File: src/rtl/svpm_pkg.sv
// ----------------------------------------------------------------------------
// svpm_pkg
// Shared constants, types and helpers of the phase voltage modulator.
// ----------------------------------------------------------------------------
`default_nettype none

package svpm_pkg;

  localparam int ANGLE_BITS     = 16;
  localparam int DUTY_FRAC_BITS = 15;
  localparam int NUM_W          = 16 + DUTY_FRAC_BITS;  // divider dividend width
  localparam int SINE_STAGES    = 6;
  localparam int CFG_IDX_W      = 2;

  localparam logic [CFG_IDX_W-1:0] REG_MODE   = 2'd0;
  localparam logic [CFG_IDX_W-1:0] REG_SUPPLY = 2'd1;
  localparam logic [CFG_IDX_W-1:0] REG_ZERO   = 2'd2;

  localparam logic [ANGLE_BITS-1:0] ANG_QUARTER = {2'b01, {(ANGLE_BITS-2){1'b0}}};
  localparam logic [ANGLE_BITS-1:0] ANG_HALF    = {2'b10, {(ANGLE_BITS-2){1'b0}}};

  localparam logic [30:0] Q30_ONE = 31'h4000_0000;
  localparam logic [30:0] SIN_C1  = 31'd1686629713;
  localparam logic [30:0] SIN_C3  = 31'd693598668;
  localparam logic [30:0] SIN_C5  = 31'd85569306;
  localparam logic [30:0] SIN_C7  = 31'd5026995;
  localparam logic [30:0] SIN_C9  = 31'd172272;

  localparam logic [31:0] RECIP3 = 32'hAAAA_AAAB;  // floor(n/3) = n*RECIP3 >> 33

  localparam logic signed [63:0] SQRT3_S      = 64'sd1859775393;
  localparam logic signed [63:0] HALF_SQRT3_S = 64'sd929887697;

  localparam logic [15:0] DUTY_FULL = 16'(64'd1 << DUTY_FRAC_BITS);

  typedef struct packed {
    logic        neg;
    logic [30:0] x;
  } sarg_t;

  // word handed from front to back
  typedef struct packed {
    logic signed [16:0] volt;    // Uq in sine mode, |Uq| in SV mode
    logic [2:0]         sector;
    logic               neg_a;
    logic               neg_b;
    logic [31:0]        arg_a;   // sine arg, or dividend for /3 in SV mode
    logic [31:0]        arg_b;
  } item_t;

  function automatic logic [ANGLE_BITS-1:0] align_angle(input logic [15:0] v);
    logic [ANGLE_BITS+15:0] wide;
    wide = {v, {ANGLE_BITS{1'b0}}};
    return wide[ANGLE_BITS+15 -: ANGLE_BITS];
  endfunction

  // quadrant fold: quarter-turn fraction in Q30 plus sign
  function automatic sarg_t sine_arg(input logic [ANGLE_BITS-1:0] th);
    sarg_t       res;
    logic [30:0] frac;
    frac    = {1'b0, th[ANGLE_BITS-3:0], {(32-ANGLE_BITS){1'b0}}};
    res.neg = th[ANGLE_BITS-1];
    res.x   = th[ANGLE_BITS-2] ? (Q30_ONE - frac) : frac;
    return res;
  endfunction

endpackage

`default_nettype wire

File: src/rtl/svpm_front.sv
// ----------------------------------------------------------------------------
// svpm_front
// Takes a command word, folds angles and registers a classified word.
// ----------------------------------------------------------------------------
`default_nettype none

module svpm_front (
  input  wire logic                clk,
  input  wire logic                rst,
  input  wire logic                take,
  input  wire logic signed [15:0]  vq_cmd,
  input  wire logic [15:0]         electrical_angle,
  input  wire logic                modulation_mode,
  input  wire logic [15:0]         zero_angle,
  output logic                     item_valid,
  output svpm_pkg::item_t          item
);
  import svpm_pkg::*;

  logic [ANGLE_BITS-1:0] ang, zer, th_sin, th_sv, ph;
  logic [ANGLE_BITS+2:0] t6;
  logic [ANGLE_BITS:0]   ph_rest;
  logic [15:0]           mag;
  sarg_t                 sa, sb;
  item_t                 item_next;

  always_comb begin
    ang    = align_angle(electrical_angle);
    zer    = align_angle(zero_angle);
    th_sin = ang + zer;
    sa     = sine_arg(th_sin);
    sb     = sine_arg(th_sin + ANG_QUARTER);

    // SV: negative command turns into magnitude plus half turn
    mag     = vq_cmd[15] ? (~vq_cmd + 16'd1) : vq_cmd;
    th_sv   = ang + (vq_cmd[15] ? ANG_HALF : '0) + zer + ANG_QUARTER;
    t6      = {th_sv, 2'b00} + {1'b0, th_sv, 1'b0};
    ph      = t6[ANGLE_BITS-1:0];
    ph_rest = {1'b1, {ANGLE_BITS{1'b0}}} - {1'b0, ph};

    if (modulation_mode) begin
      item_next.volt   = {1'b0, mag};
      item_next.sector = t6[ANGLE_BITS+2:ANGLE_BITS];
      item_next.neg_a  = 1'b0;
      item_next.neg_b  = 1'b0;
      item_next.arg_a  = {ph_rest, {(31-ANGLE_BITS){1'b0}}};
      item_next.arg_b  = {1'b0, ph, {(31-ANGLE_BITS){1'b0}}};
    end else begin
      item_next.volt   = 17'(vq_cmd);
      item_next.sector = 3'd0;
      item_next.neg_a  = sa.neg;
      item_next.neg_b  = sb.neg;
      item_next.arg_a  = {1'b0, sa.x};
      item_next.arg_b  = {1'b0, sb.x};
    end
  end

  always_ff @(posedge clk) begin
    if (rst) begin
      item_valid <= 1'b0;
    end else begin
      item_valid <= take;
    end
    item <= item_next;
  end

endmodule

`default_nettype wire

File: config.mk
export PLATFORM = sky130hd
export DESIGN_NAME = svpm_front
export DESIGN_NICKNAME = d
export VERILOG_FILES = /design/src/rtl/svpm_pkg.sv /design/src/rtl/svpm_front.sv
export SDC_FILE = /design/constraint.sdc
export NUM_CORES = 1
export LEC_CHECK = 0
export ABC_AREA = 1
export BUFFER_PORTS_ARGS = -buffer_cell sky130_fd_sc_hd__buf_2
export CAP_MARGIN = 20
export CORE_UTILIZATION = 50
export CTS_CLUSTER_SIZE = 14
export DETAILED_ROUTE_END_ITERATION = 10
export PLACE_DENSITY = 0.74
export SYNTH_ARGS = -nofsm -noshare
export SYNTH_HDL_FRONTEND = slang
export SYNTH_SLANG_ARGS = --single-unit
File: constraint.sdc
create_clock -name clk -period 5.9 [get_ports clk]
set_input_delay 0.295 -clock clk [delete_from_list [all_inputs] [get_ports clk]]
set_output_delay 0.295 -clock clk [all_outputs]
set_load 0.005 [all_outputs]
==> results.py <==
metrics = {
    "status": {
        "outcome": "complete, no violations",
    },
    "timing": {
        "fin_setup_tns_ps": 0,
        "min_period_over_period_pct": 59.12,
        "hold_viol": 0,
        "fmax_mhz": 286.7,
        "slew_violations": 0,
        "tightest_slew_ps": 695.8,
        "period_minus_slack_ps": 3488,
        "whs_ps": 124.0,
        "setup_viol": 0,
        "rsz0062_at_grt": "false",
        "slew_headroom_pct": 53.28,
    },
    "clock_tree": {
        "root_buffer": "clkbuf_8",
        "cts_hold_buf": 0,
        "clk_path_buf_depth": 2,
        "clkSinkCount": 53,
        "ctsResizeCount": 0,
        "cts_setup_buffers": 0,
        "cts_max_level": 2,
        "cts-buffers-inserted": 5,
        "clk_pin_slew_worst_paths_ps": 100,
        "cts_tree": "built",
    },
    "synthesis": {
        "synth_area_mm2": 0.005425,
        "yosys_register_bits": 53,
        "synthTopCellsByArea": "dfxtp_1 (20%), ha_1 (11%), nand2_1 (11%), inv_1 (7.1%), fa_1 (5.9%)",
        "yosys-top-cells-count": "nand2_1 (159), inv_1 (103), dfxtp_1 (53), nor2_1 (49), ha_1 (48)",
        "synthCells": 743,
        "seq_area_frac_synth_pct": 19.56,
        "synth_cell_types": 55,
        "synth_edf_count": 0,
        "synth_top_area_share_pct": 19.56,
        "postSynthAreaPerCell_um2": 7.302,
        "yosysWarnings": 0,
        "ys.flop_type": "dfxtp_1",
        "yosysMostFrequentCell": "nand2_1",
        "synth_top_area_cell": "dfxtp_1",
        "async_reset_ff_share_pct": 0,
    },
    "critical_path": {
        "cp_top_family": "adder cells",
        "critical_path_class": "in2reg",
        "crit_top_cell": "nand2_1",
        "crit_arrival_ps": 3690,
        "max_stage_delay_ps": 570,
        "cp_slowest_cell": "fa_1",
        "start_kind": "input port",
        "crit_fanout": 6,
        "critPathCaptureType": "flip-flop",
        "path_cells": "buf_2 > ha_1 > inv_1 > fa_1 > inv_1 > a21oi_1 > nand2_1 > xor2_1 > ha_1 > a21oi_1 > nand2_1 > nand2_1 > o211ai_1 > xnor2_1 > inv_1 > nor2_4 > nand2_2 > nor2_2 > nand3_2 > o21ai_1 > nand2_1",
        "path_buf_inv": 4,
        "worst_ep_required_time_ps": 6100,
    },
    "global_route": {
        "overflow": 0,
        "grt_pass1_vias": 4447,
        "grt_use_met3_pct": 1.594,
        "antenna_found_initial": 0,
        "grt_pass1_wl_mm": 18.99,
        "grt_busiest_layer": "met2",
        "grt_max_degree": 20,
        "grt_use_total_pct": 20.56,
        "met1_usage_pct": 28.00,
        "use_met2_pct": 34.88,
    },
    "power": {
        "ir_drop_uv": 208.9,
        "powerDensity_mw_per_mm2": 316.7,
        "leakagePower_uw": 0.003202,
    },
    "routing": {
        "drt_iter0_drc": 201,
        "wl_per_cell_um": 11.32,
        "via_count": 4758,
        "route.detailed.drc": 0,
        "firstDrtPassIters": 4,
        "viasPerCell": 4.835,
        "ant_nets": 0,
        "wl_mm": 11.13,
    },
    "place": {
        "dp_hpwl_mm": 9.618,
        "routabilityCongestion": 0.8799,
        "port_buffers": 105,
    },
    "floorplan": {
        "fp.dieH_um": 106.2,
        "ioPinCount": 139,
        "fp.dieW_um": 106.2,
        "initial_utilization_pct": 52.08,
        "num_rows": 37,
        "core_area_mm2": 0.01042,
        "die_area_mm2": 0.01127,
    },
    "finish": {
        "drive_gt1_share_pct": 21.11,
        "final_nets": 963,
        "n_fill_cell": 1019,
        "diodes": 0,
        "area_growth_syn_to_layout_pct": 11.81,
    },
    "flow_run": {
        "max_cap_viol_count": 0,
    },
    "min_path": {
        "hp-class": "in2reg",
    },
}
## stage by stage
stage                     worst slack (ps)  power, uW  util (%)  std cells  cell area, um^2
after global routing                  1911       2126     58.23        984             6066
final                                 2412       1921     58.23        984             6066
after global placement                2164       1676     57.17        976             5954
after detailed placement              2142       1685     57.17        976             5954
after floorplan                       2570       1393         -        775             5545
after CTS                             2458       1928     58.23        984             6066
## routing by layer
layer  part of all wire, %  up-vias
met3                   4.4       13
li1                      -     2523
met5                     0        -
met1                    48     2093
met2                    46      129
met4                   1.6        0
## report_power, final
part / leakage [uW] / internal [uW] / switching [uW]
sequential: 0.000446 / 474 / 23.3
clock: 0.0000554 / 127 / 112
combinational: 0.00270 / 449 / 735
total: 0.00320 / 1050 / 870
## final timing paths
path / startpoint / end / slack [ps] / cells after the start
worst max-delay path: electrical_angle[2] / item[61] / 2410 / 21
worst min-delay path: vq_cmd[0] / item[69] / 120 / 1
## state kept, by name, indices dropped and copies added (netlist names)
name,count
item,52
item_valid,1
## layout make-up
| cell class | instances | area, um^2 | share of cell area [%] |
|---|---|---|---|
| multi-input cells | 563 | 3747 | 61.78 |
| flip-flops and latches | 53 | 1061 | 17.49 |
| well taps | 136 | 170.2 | 2.805 |
| inverters | 118 | 442.9 | 7.302 |
| repair buffers | 106 | 533.0 | 8.787 |
| clock buffers | 6 | 72.57 | 1.196 |
| clock inverters | 2 | 38.79 | 0.6394 |
## cell usage in the layout (no fill, tap or decap), types with 28 or more instances in the layout
master	count
a21oi_1	28
ha_1	48
nand3_1	42
nor2_1	49
dfxtp_1	53
conb_1	33
inv_1	103
xor2_1	32
buf_2	105
nand2_1	159
## cell families (layout without fill, tap and decap cells)
family / after synthesis / in the layout / share of synthesized area, %
AO/OA/AOI/OAI: 92 / 92 / 11.23
XOR/XNOR: 54 / 54 / 11.35
adder cells (fa/ha/maj): 64 / 64 / 16.97
buffers and inverters: 159 / 232 / 13.58
flip-flops: 53 / 53 / 19.56
multiplexers: 1 / 1 / 0.1845
other: 1 / 33 / 0.06912
AND/OR/NAND/NOR: 319 / 319 / 27.05
No activity file was read; power rests on OpenSTA's default activity.
