## config.mk

```make
export PLATFORM = sky130hd
export DESIGN_NAME = svpm_queue
export DESIGN_NICKNAME = d
export VERILOG_FILES = /design/src/rtl/svpm_pkg.sv /design/src/rtl/svpm_queue.sv
export SDC_FILE = /design/constraint.sdc
export NUM_CORES = 1
export LEC_CHECK = 0
export BUFFER_PORTS_ARGS = -buffer_cell sky130_fd_sc_hd__buf_2
export CAP_MARGIN = 20
export CORE_AREA = 2 2 112 158
export CTS_CLUSTER_DIAMETER = 60
export DETAILED_ROUTE_END_ITERATION = 10
export DIE_AREA = 0 0 114 160
export MAX_ROUTING_LAYER = met4
export PLACE_DENSITY_LB_ADDON = 0.25
export SYNTH_ARGS = -nofsm -noshare
export SYNTH_HDL_FRONTEND = slang
export SYNTH_SLANG_ARGS = --single-unit
export TNS_END_PERCENT = 10
```

## constraint.sdc

```tcl
create_clock -name clk -period 7.8 [get_ports clk]
set_input_delay 0.78 -clock clk [delete_from_list [all_inputs] [get_ports clk]]
set_output_delay 0.78 -clock clk [all_outputs]
set_load 0.01 [all_outputs]
```

## src/rtl/svpm_pkg.sv

```systemverilog
// ----------------------------------------------------------------------------
// svpm_pkg
// Shared constants, types and helpers of the phase voltage modulator.
// ----------------------------------------------------------------------------
`default_nettype none

package svpm_pkg;

  localparam int ANGLE_BITS     = 16;
  localparam int DUTY_FRAC_BITS = 15;
  localparam int NUM_W          = 16 + DUTY_FRAC_BITS;  // divider dividend width
  localparam int SINE_STAGES    = 6;
  localparam int CFG_IDX_W      = 2;

  localparam logic [CFG_IDX_W-1:0] REG_MODE   = 2'd0;
  localparam logic [CFG_IDX_W-1:0] REG_SUPPLY = 2'd1;
  localparam logic [CFG_IDX_W-1:0] REG_ZERO   = 2'd2;

  localparam logic [ANGLE_BITS-1:0] ANG_QUARTER = {2'b01, {(ANGLE_BITS-2){1'b0}}};
  localparam logic [ANGLE_BITS-1:0] ANG_HALF    = {2'b10, {(ANGLE_BITS-2){1'b0}}};

  localparam logic [30:0] Q30_ONE = 31'h4000_0000;
  localparam logic [30:0] SIN_C1  = 31'd1686629713;
  localparam logic [30:0] SIN_C3  = 31'd693598668;
  localparam logic [30:0] SIN_C5  = 31'd85569306;
  localparam logic [30:0] SIN_C7  = 31'd5026995;
  localparam logic [30:0] SIN_C9  = 31'd172272;

  localparam logic [31:0] RECIP3 = 32'hAAAA_AAAB;  // floor(n/3) = n*RECIP3 >> 33

  localparam logic signed [63:0] SQRT3_S      = 64'sd1859775393;
  localparam logic signed [63:0] HALF_SQRT3_S = 64'sd929887697;

  localparam logic [15:0] DUTY_FULL = 16'(64'd1 << DUTY_FRAC_BITS);

  typedef struct packed {
    logic        neg;
    logic [30:0] x;
  } sarg_t;

  // word handed from front to back
  typedef struct packed {
    logic signed [16:0] volt;    // Uq in sine mode, |Uq| in SV mode
    logic [2:0]         sector;
    logic               neg_a;
    logic               neg_b;
    logic [31:0]        arg_a;   // sine arg, or dividend for /3 in SV mode
    logic [31:0]        arg_b;
  } item_t;

  function automatic logic [ANGLE_BITS-1:0] align_angle(input logic [15:0] v);
    logic [ANGLE_BITS+15:0] wide;
    wide = {v, {ANGLE_BITS{1'b0}}};
    return wide[ANGLE_BITS+15 -: ANGLE_BITS];
  endfunction

  // quadrant fold: quarter-turn fraction in Q30 plus sign
  function automatic sarg_t sine_arg(input logic [ANGLE_BITS-1:0] th);
    sarg_t       res;
    logic [30:0] frac;
    frac    = {1'b0, th[ANGLE_BITS-3:0], {(32-ANGLE_BITS){1'b0}}};
    res.neg = th[ANGLE_BITS-1];
    res.x   = th[ANGLE_BITS-2] ? (Q30_ONE - frac) : frac;
    return res;
  endfunction

endpackage

`default_nettype wire

```

## src/rtl/svpm_queue.sv

```systemverilog
// ----------------------------------------------------------------------------
// svpm_queue
// Two-entry queue between front and back.
// ----------------------------------------------------------------------------
`default_nettype none

module svpm_queue (
  input  wire logic             clk,
  input  wire logic             rst,
  input  wire logic             push,
  input  wire svpm_pkg::item_t  push_item,
  input  wire logic             pop,
  output logic                  not_empty,
  output logic                  full,
  output svpm_pkg::item_t       head
);
  import svpm_pkg::*;

  item_t      entries [2];
  logic       wr_ptr, rd_ptr;
  logic [1:0] count;
  logic       do_pop;

  assign do_pop    = pop && (count != 2'd0);
  assign not_empty = (count != 2'd0);
  assign full      = (count == 2'd2);
  assign head      = entries[rd_ptr];

  always_ff @(posedge clk) begin
    if (rst) begin
      wr_ptr <= 1'b0;
      rd_ptr <= 1'b0;
      count  <= 2'd0;
    end else begin
      if (push) begin
        wr_ptr <= ~wr_ptr;
      end
      if (do_pop) begin
        rd_ptr <= ~rd_ptr;
      end
      count <= count + {1'b0, push} - {1'b0, do_pop};
    end
    if (push) begin
      entries[wr_ptr] <= push_item;
    end
  end

endmodule

`default_nettype wire

```

==> results_dict.tcl, run 1 <==
set metrics [dict create \
    post_cts_resized 0 \
    tritoncts_num_sinks 177 \
    crit_slowest_cell "buf_4" \
    pin_count 178 \
    vias 3282 \
    hp-start "push_item[35]" \
    r2r-start "wr_ptr" \
    cp.depth 3 \
    finalSetupViolations 0 \
    whs_ns 0.555 \
    path_clk_slew_ns 0.07 \
    synth_area_leaders "edfxtp_1 78%, mux2_4 9.0%, mux2_2 8.1%" \
    via_per_inst 4.69 \
    ir_worst_vdd_mv 0.176 \
    timing.critical_path.buf_inv 2 \
    clock_path_buffers 2 \
    cp_cell_sequence "buf_4 > mux2_2 > buf_2" \
    grt_pass1_vias 3637 \
    clock_latency_ns 0.41 \
    place_inst 667 \
    hold_depth 1 \
    synth_cell_types 17 \
    final_common_cell "buf_2" \
    netlist_area_um2 6650 \
    dieArea_um2 18200 \
    synthCells 291 \
    synth.net_count 383 \
    ff_latch_area_um2 5270 \
    cts_tree "done" \
    period_needed_ns 3.26 \
    dpl.hpwl_mm 7.56 \
    tightest_slew_ns 0.949 \
    drive_gt1_share_pct 61.3 \
    cts_max_level 4 \
    rsz0062_at_grt "false" \
    cts_hold_buf 0 \
    status "finished clean" \
    drt_iter0_markers 141 \
    synth_warnings 0 \
    cts_buffers 17 \
    finalNetCount 572 \
    routed_wl_mm 11.5 \
    grtUsageTotal_pct 13.4 \
    placementRows 57 \
    cp_max_fo 55 \
    synthToLayoutAreaGrowth_pct 25.4 \
    multi_input_area_um2 1260 \
    drt_first_pass_iters 4 \
    post_cts_buffers 0 \
    timing.rr.end "entries[0][70]" \
    synth.top_cell.area_share_pct 77.6 \
    tns_ns 0 \
    worst_setup_path_end_kind "output port" \
    r2r_cells 2 \
    yosys.area.top_type "edfxtp_1" \
    critPathKind "reg2out" \
    cpLargestDelayFamily "buffers and inverters" \
    drc_errors 0 \
    dieHeight_um 160 \
    grt_max_degree 60 \
    finalCritPeriodShare_pct 41.7 \
    start_util_pct 39.2 \
    antenna_found_initial 1 \
    final_max_slew_viol_count 0 \
    cp.required_ns 7.02 \
    drv_cap 0 \
    p_leak_uw 0.00321 \
    power_density_nw_per_um2 301 \
    cp_data_arrival_time_ns 2.48 \
    die_x_um 114 \
    post_drt_wl_per_cell_um 16.5 \
    avgSynthCellArea_um2 22.9 \
    port-buffer-count 177 \
    core-area_um2 17000 \
    fill_cells 1447 \
    reg2reg_setup_slack_ns 5.60 \
    max_slew_margin_pct 36.7 \
    fin_worst_skew_ns 0.00852 \
    ys_ff_latch 177 \
    hp-class "in2reg" \
    synth_seq_area_share_pct 79.1 \
    root_buffer "clkbuf_16" \
    gp_congestion 0.730 \
    holdPathEnd "entries[0][35]" \
    grt_pass1_wl_mm 17.9 \
    grt_overflow 0 \
    start_kind "flop" \
    max_stage_delay_ns 0.80 \
    hold_viol_final 0 \
    fmax_mhz 307 \
    ant_nets 0 \
    layout_common_cells "177 x buf_2, 172 x edfxtp_1, 48 x mux2_2" \
    fin_cells 700 \
]
worst max path at each step:
stage	startpoint	end	slack, ns
after floorplan	push	entries[0][0]	2.72
after global placement	push	entries[0][71]	4.93
after detailed placement	push	entries[0][37]	4.89
after CTS	flop	head[23]	4.45
after global routing	flop	head[40]	4.37
final	flop	head[23]	4.54
cells in the mapped netlist, drive strengths merged:
| cell | n |
|---|---|
| buf | 10 |
| nor2b | 4 |
| and2 | 1 |
| xnor3 | 1 |
| o21a | 1 |
| mux2 | 88 |
| inv | 2 |
| nor2 | 3 |
| dfxtp | 5 |
| or2 | 1 |
| edfxtp | 172 |
| xnor2 | 1 |
| ha | 2 |
power by group:
part	switching [uW]	leakage (uW)	internal [uW]
Sequential	38.3	0.00166	1120
Combinational	214	0.00125	251
Clock	348	0.000303	543
state kept, by name, summed over array words and instances (netlist names), named ones only:
signal / cells
rd_ptr: 1
entries: 172
count: 2
wr_ptr: 1
worst reg2reg max path, cell delays in order, from the launching register on:
cell and delay [ns]:
dfxtp_1 0.35, nor2b_4 0.67, buf_4 0.76
cell type report:
type	count	share of cell area, %
diodes	1	0.0300
well taps	206	3.09
clock inverters	14	2.42
multi-input cells	102	15.2
repair buffers	180	10.9
inverters	2	0.0900
flip-flops and latches	177	63.2
clock buffers	18	5.15
cell families after synthesis:
logic type      Yosys count  synth area share (%)
flops                   177                  79.1
mux                      88                  17.2
buf+inv                  12                  2.01
simple gates              9                 0.734
xor+xnor                  2                 0.470
fa+ha+maj                 2                 0.376
compound gates            1                 0.113
layer usage:
metal	part of all wire, %	vias up	global-route usage, %	routed length (um)
li1	-	1530	-	-
met4	2.0	0	5.54	235
met1	37	1630	12.3	4260
met5	0	-	-	0
met2	55	104	24.9	6370
met3	5.7	18	4.14	663
stage by stage:
step / worst slack [ns] / total power [uW] / util (%) / instance area, um2
finish: 4.54 / 2510 / 49.1 / 8340
global route: 4.37 / 2620 / 49.1 / 8340
CTS: 4.45 / 2550 / 49.1 / 8340
detailed placement: 4.89 / 1650 / 45.4 / 7710
global placement: 4.93 / 1640 / 45.4 / 7710
floorplan: 2.72 / 1510 / - / 6650
(Power assumes the default switching activity.)
==> run 2: changes to the inputs <==
Clock period 7.8 ns to 3.12 ns, I/O delays scaled along.
==> results_dict.tcl, run 2 (synthesized netlist as in run 1, its figures left out) <==
set metrics [dict create \
    drv_cap 0 \
    post_drt_wl_per_cell_um 17.1 \
    grt_pass1_vias 3496 \
    period_needed_ns 2.43 \
    grt_max_degree 75 \
    cts_max_level 4 \
    clock_path_buffers 2 \
    vias 3288 \
    fin_worst_skew_ns 0.00554 \
    pin_count 178 \
    final_common_cell "buf_2" \
    die_x_um 114 \
    finalCritPeriodShare_pct 77.8 \
    grt_overflow 0 \
    hold_depth 1 \
    tns_ns 0 \
    synthToLayoutAreaGrowth_pct 24.5 \
    p_leak_uw 0.00317 \
    via_per_inst 4.71 \
    reg2reg_setup_slack_ns 1.42 \
    worst_slack_ns 0.692 \
    layout_common_cells "177 x buf_2, 172 x edfxtp_1, 48 x mux2_2" \
    drive_gt1_share_pct 60.4 \
    path_clk_slew_ns 0.06 \
    drt_first_pass_iters 4 \
    ir_worst_vdd_mv 0.334 \
    routed_wl_mm 11.9 \
    dieHeight_um 160 \
    r2r-start "wr_ptr" \
    cp_data_arrival_time_ns 2.12 \
    cp_max_fo 38 \
    top_regs "entries (172), count (2)" \
    grt_pass1_wl_mm 18.0 \
    fmax_mhz 412 \
    finalNetCount 573 \
    tritoncts_num_sinks 177 \
    start_kind "flop" \
    critPathKind "reg2out" \
    max_slew_margin_pct 58.3 \
    drc_errors 0 \
    cp.required_ns 2.81 \
    holdPathEnd "entries[0][38]" \
    ant_nets 0 \
    hp-class "in2reg" \
    root_buffer "clkbuf_16" \
    port-buffer-count 177 \
    cts_hold_buf 0 \
    whs_ns 0.0814 \
    power_uw 6010 \
    fin_util_pct 48.8 \
    antenna_found_initial 2 \
    regMostFlops "entries" \
    grtUsageTotal_pct 13.9 \
    tightest_slew_ns 0.625 \
    post_cts_buffers 0 \
    rsz0062_at_grt "false" \
    hold_viol_final 0 \
    cts_buffers 17 \
    cts_tree "done" \
    r2r_cells 2 \
    placementRows 57 \
    final_max_slew_viol_count 0 \
    post_cts_resized 0 \
    hp-start "push_item[38]" \
    start_util_pct 39.2 \
    clock_latency_ns 0.41 \
    worst_setup_path_end_kind "output port" \
    largest_reg_flops 172 \
    gp_congestion 0.768 \
    power_density_nw_per_um2 725 \
    dpl.hpwl_mm 7.88 \
    dp_slack_ns 1.09 \
    drt_iter0_markers 206 \
    status "finished clean" \
    core-area_um2 17000 \
    dieArea_um2 18200 \
    timing.rr.end "entries[1][10]" \
    finalSetupViolations 0 \
]
run 2: cell count changes in the layout (fill, tap and decap cells not counted), sizes merged:
cell / before / now
bufinv: 4 / 2
clkbuf: 18 / 20
buf: 180 / 181
clkinv: 3 / 4
inv: 7 / 2
diode: 1 / 2
run 2: metrics by stage:
step / area (um2) / cells
after floorplan: 6660 / 291
after global placement: 7750 / 668
after detailed placement: 7750 / 668
after CTS: 8280 / 696
after global routing: 8290 / 698
final: 8290 / 698
run 2: cell type report:
type | count | area [um2]
timing repair buffer | 181 | 953
clock buffer | 20 | 437
tap | 206 | 258
fill | 1479 | 8690
antenna | 2 | 5.00
sequential | 177 | 5270
multi-input combinational | 102 | 1260
clock inverter | 8 | 92.6
inverter | 2 | 7.51
run 2: worst max-delay path, stage by stage (launching register included):
cell     delay, ns
dfxtp_4       0.74
buf_4         0.43
mux2_2        0.38
buf_2         0.14
run 2: worst max-delay path by stage:
stage / to / cells past startpoint
2_1_floorplan: entries[0][0] / 1
3_3_place_gp: head[34] / 3
3_5_place_dp: head[26] / 3
4_1_cts: head[26] / 3
5_1_grt: head[20] / 3
6_report: head[20] / 3
run 2: metal layers:
layer  vias to the layer above  global-route usage [%]  wire length, um
li1                       1534                       -                -
met1                      1613                    13.6             4300
met2                       113                    23.8             6470
met3                        28                    4.67              722
met4                         0                    7.65              437
met5                         -                       -                0
run 2: power by group:
part           switching, uW  total, uW  internal [uW]
Clock                    792       1940           1150
Sequential               116       2910           2790
Combinational            516       1160            640
Total                   1420       6010           4580
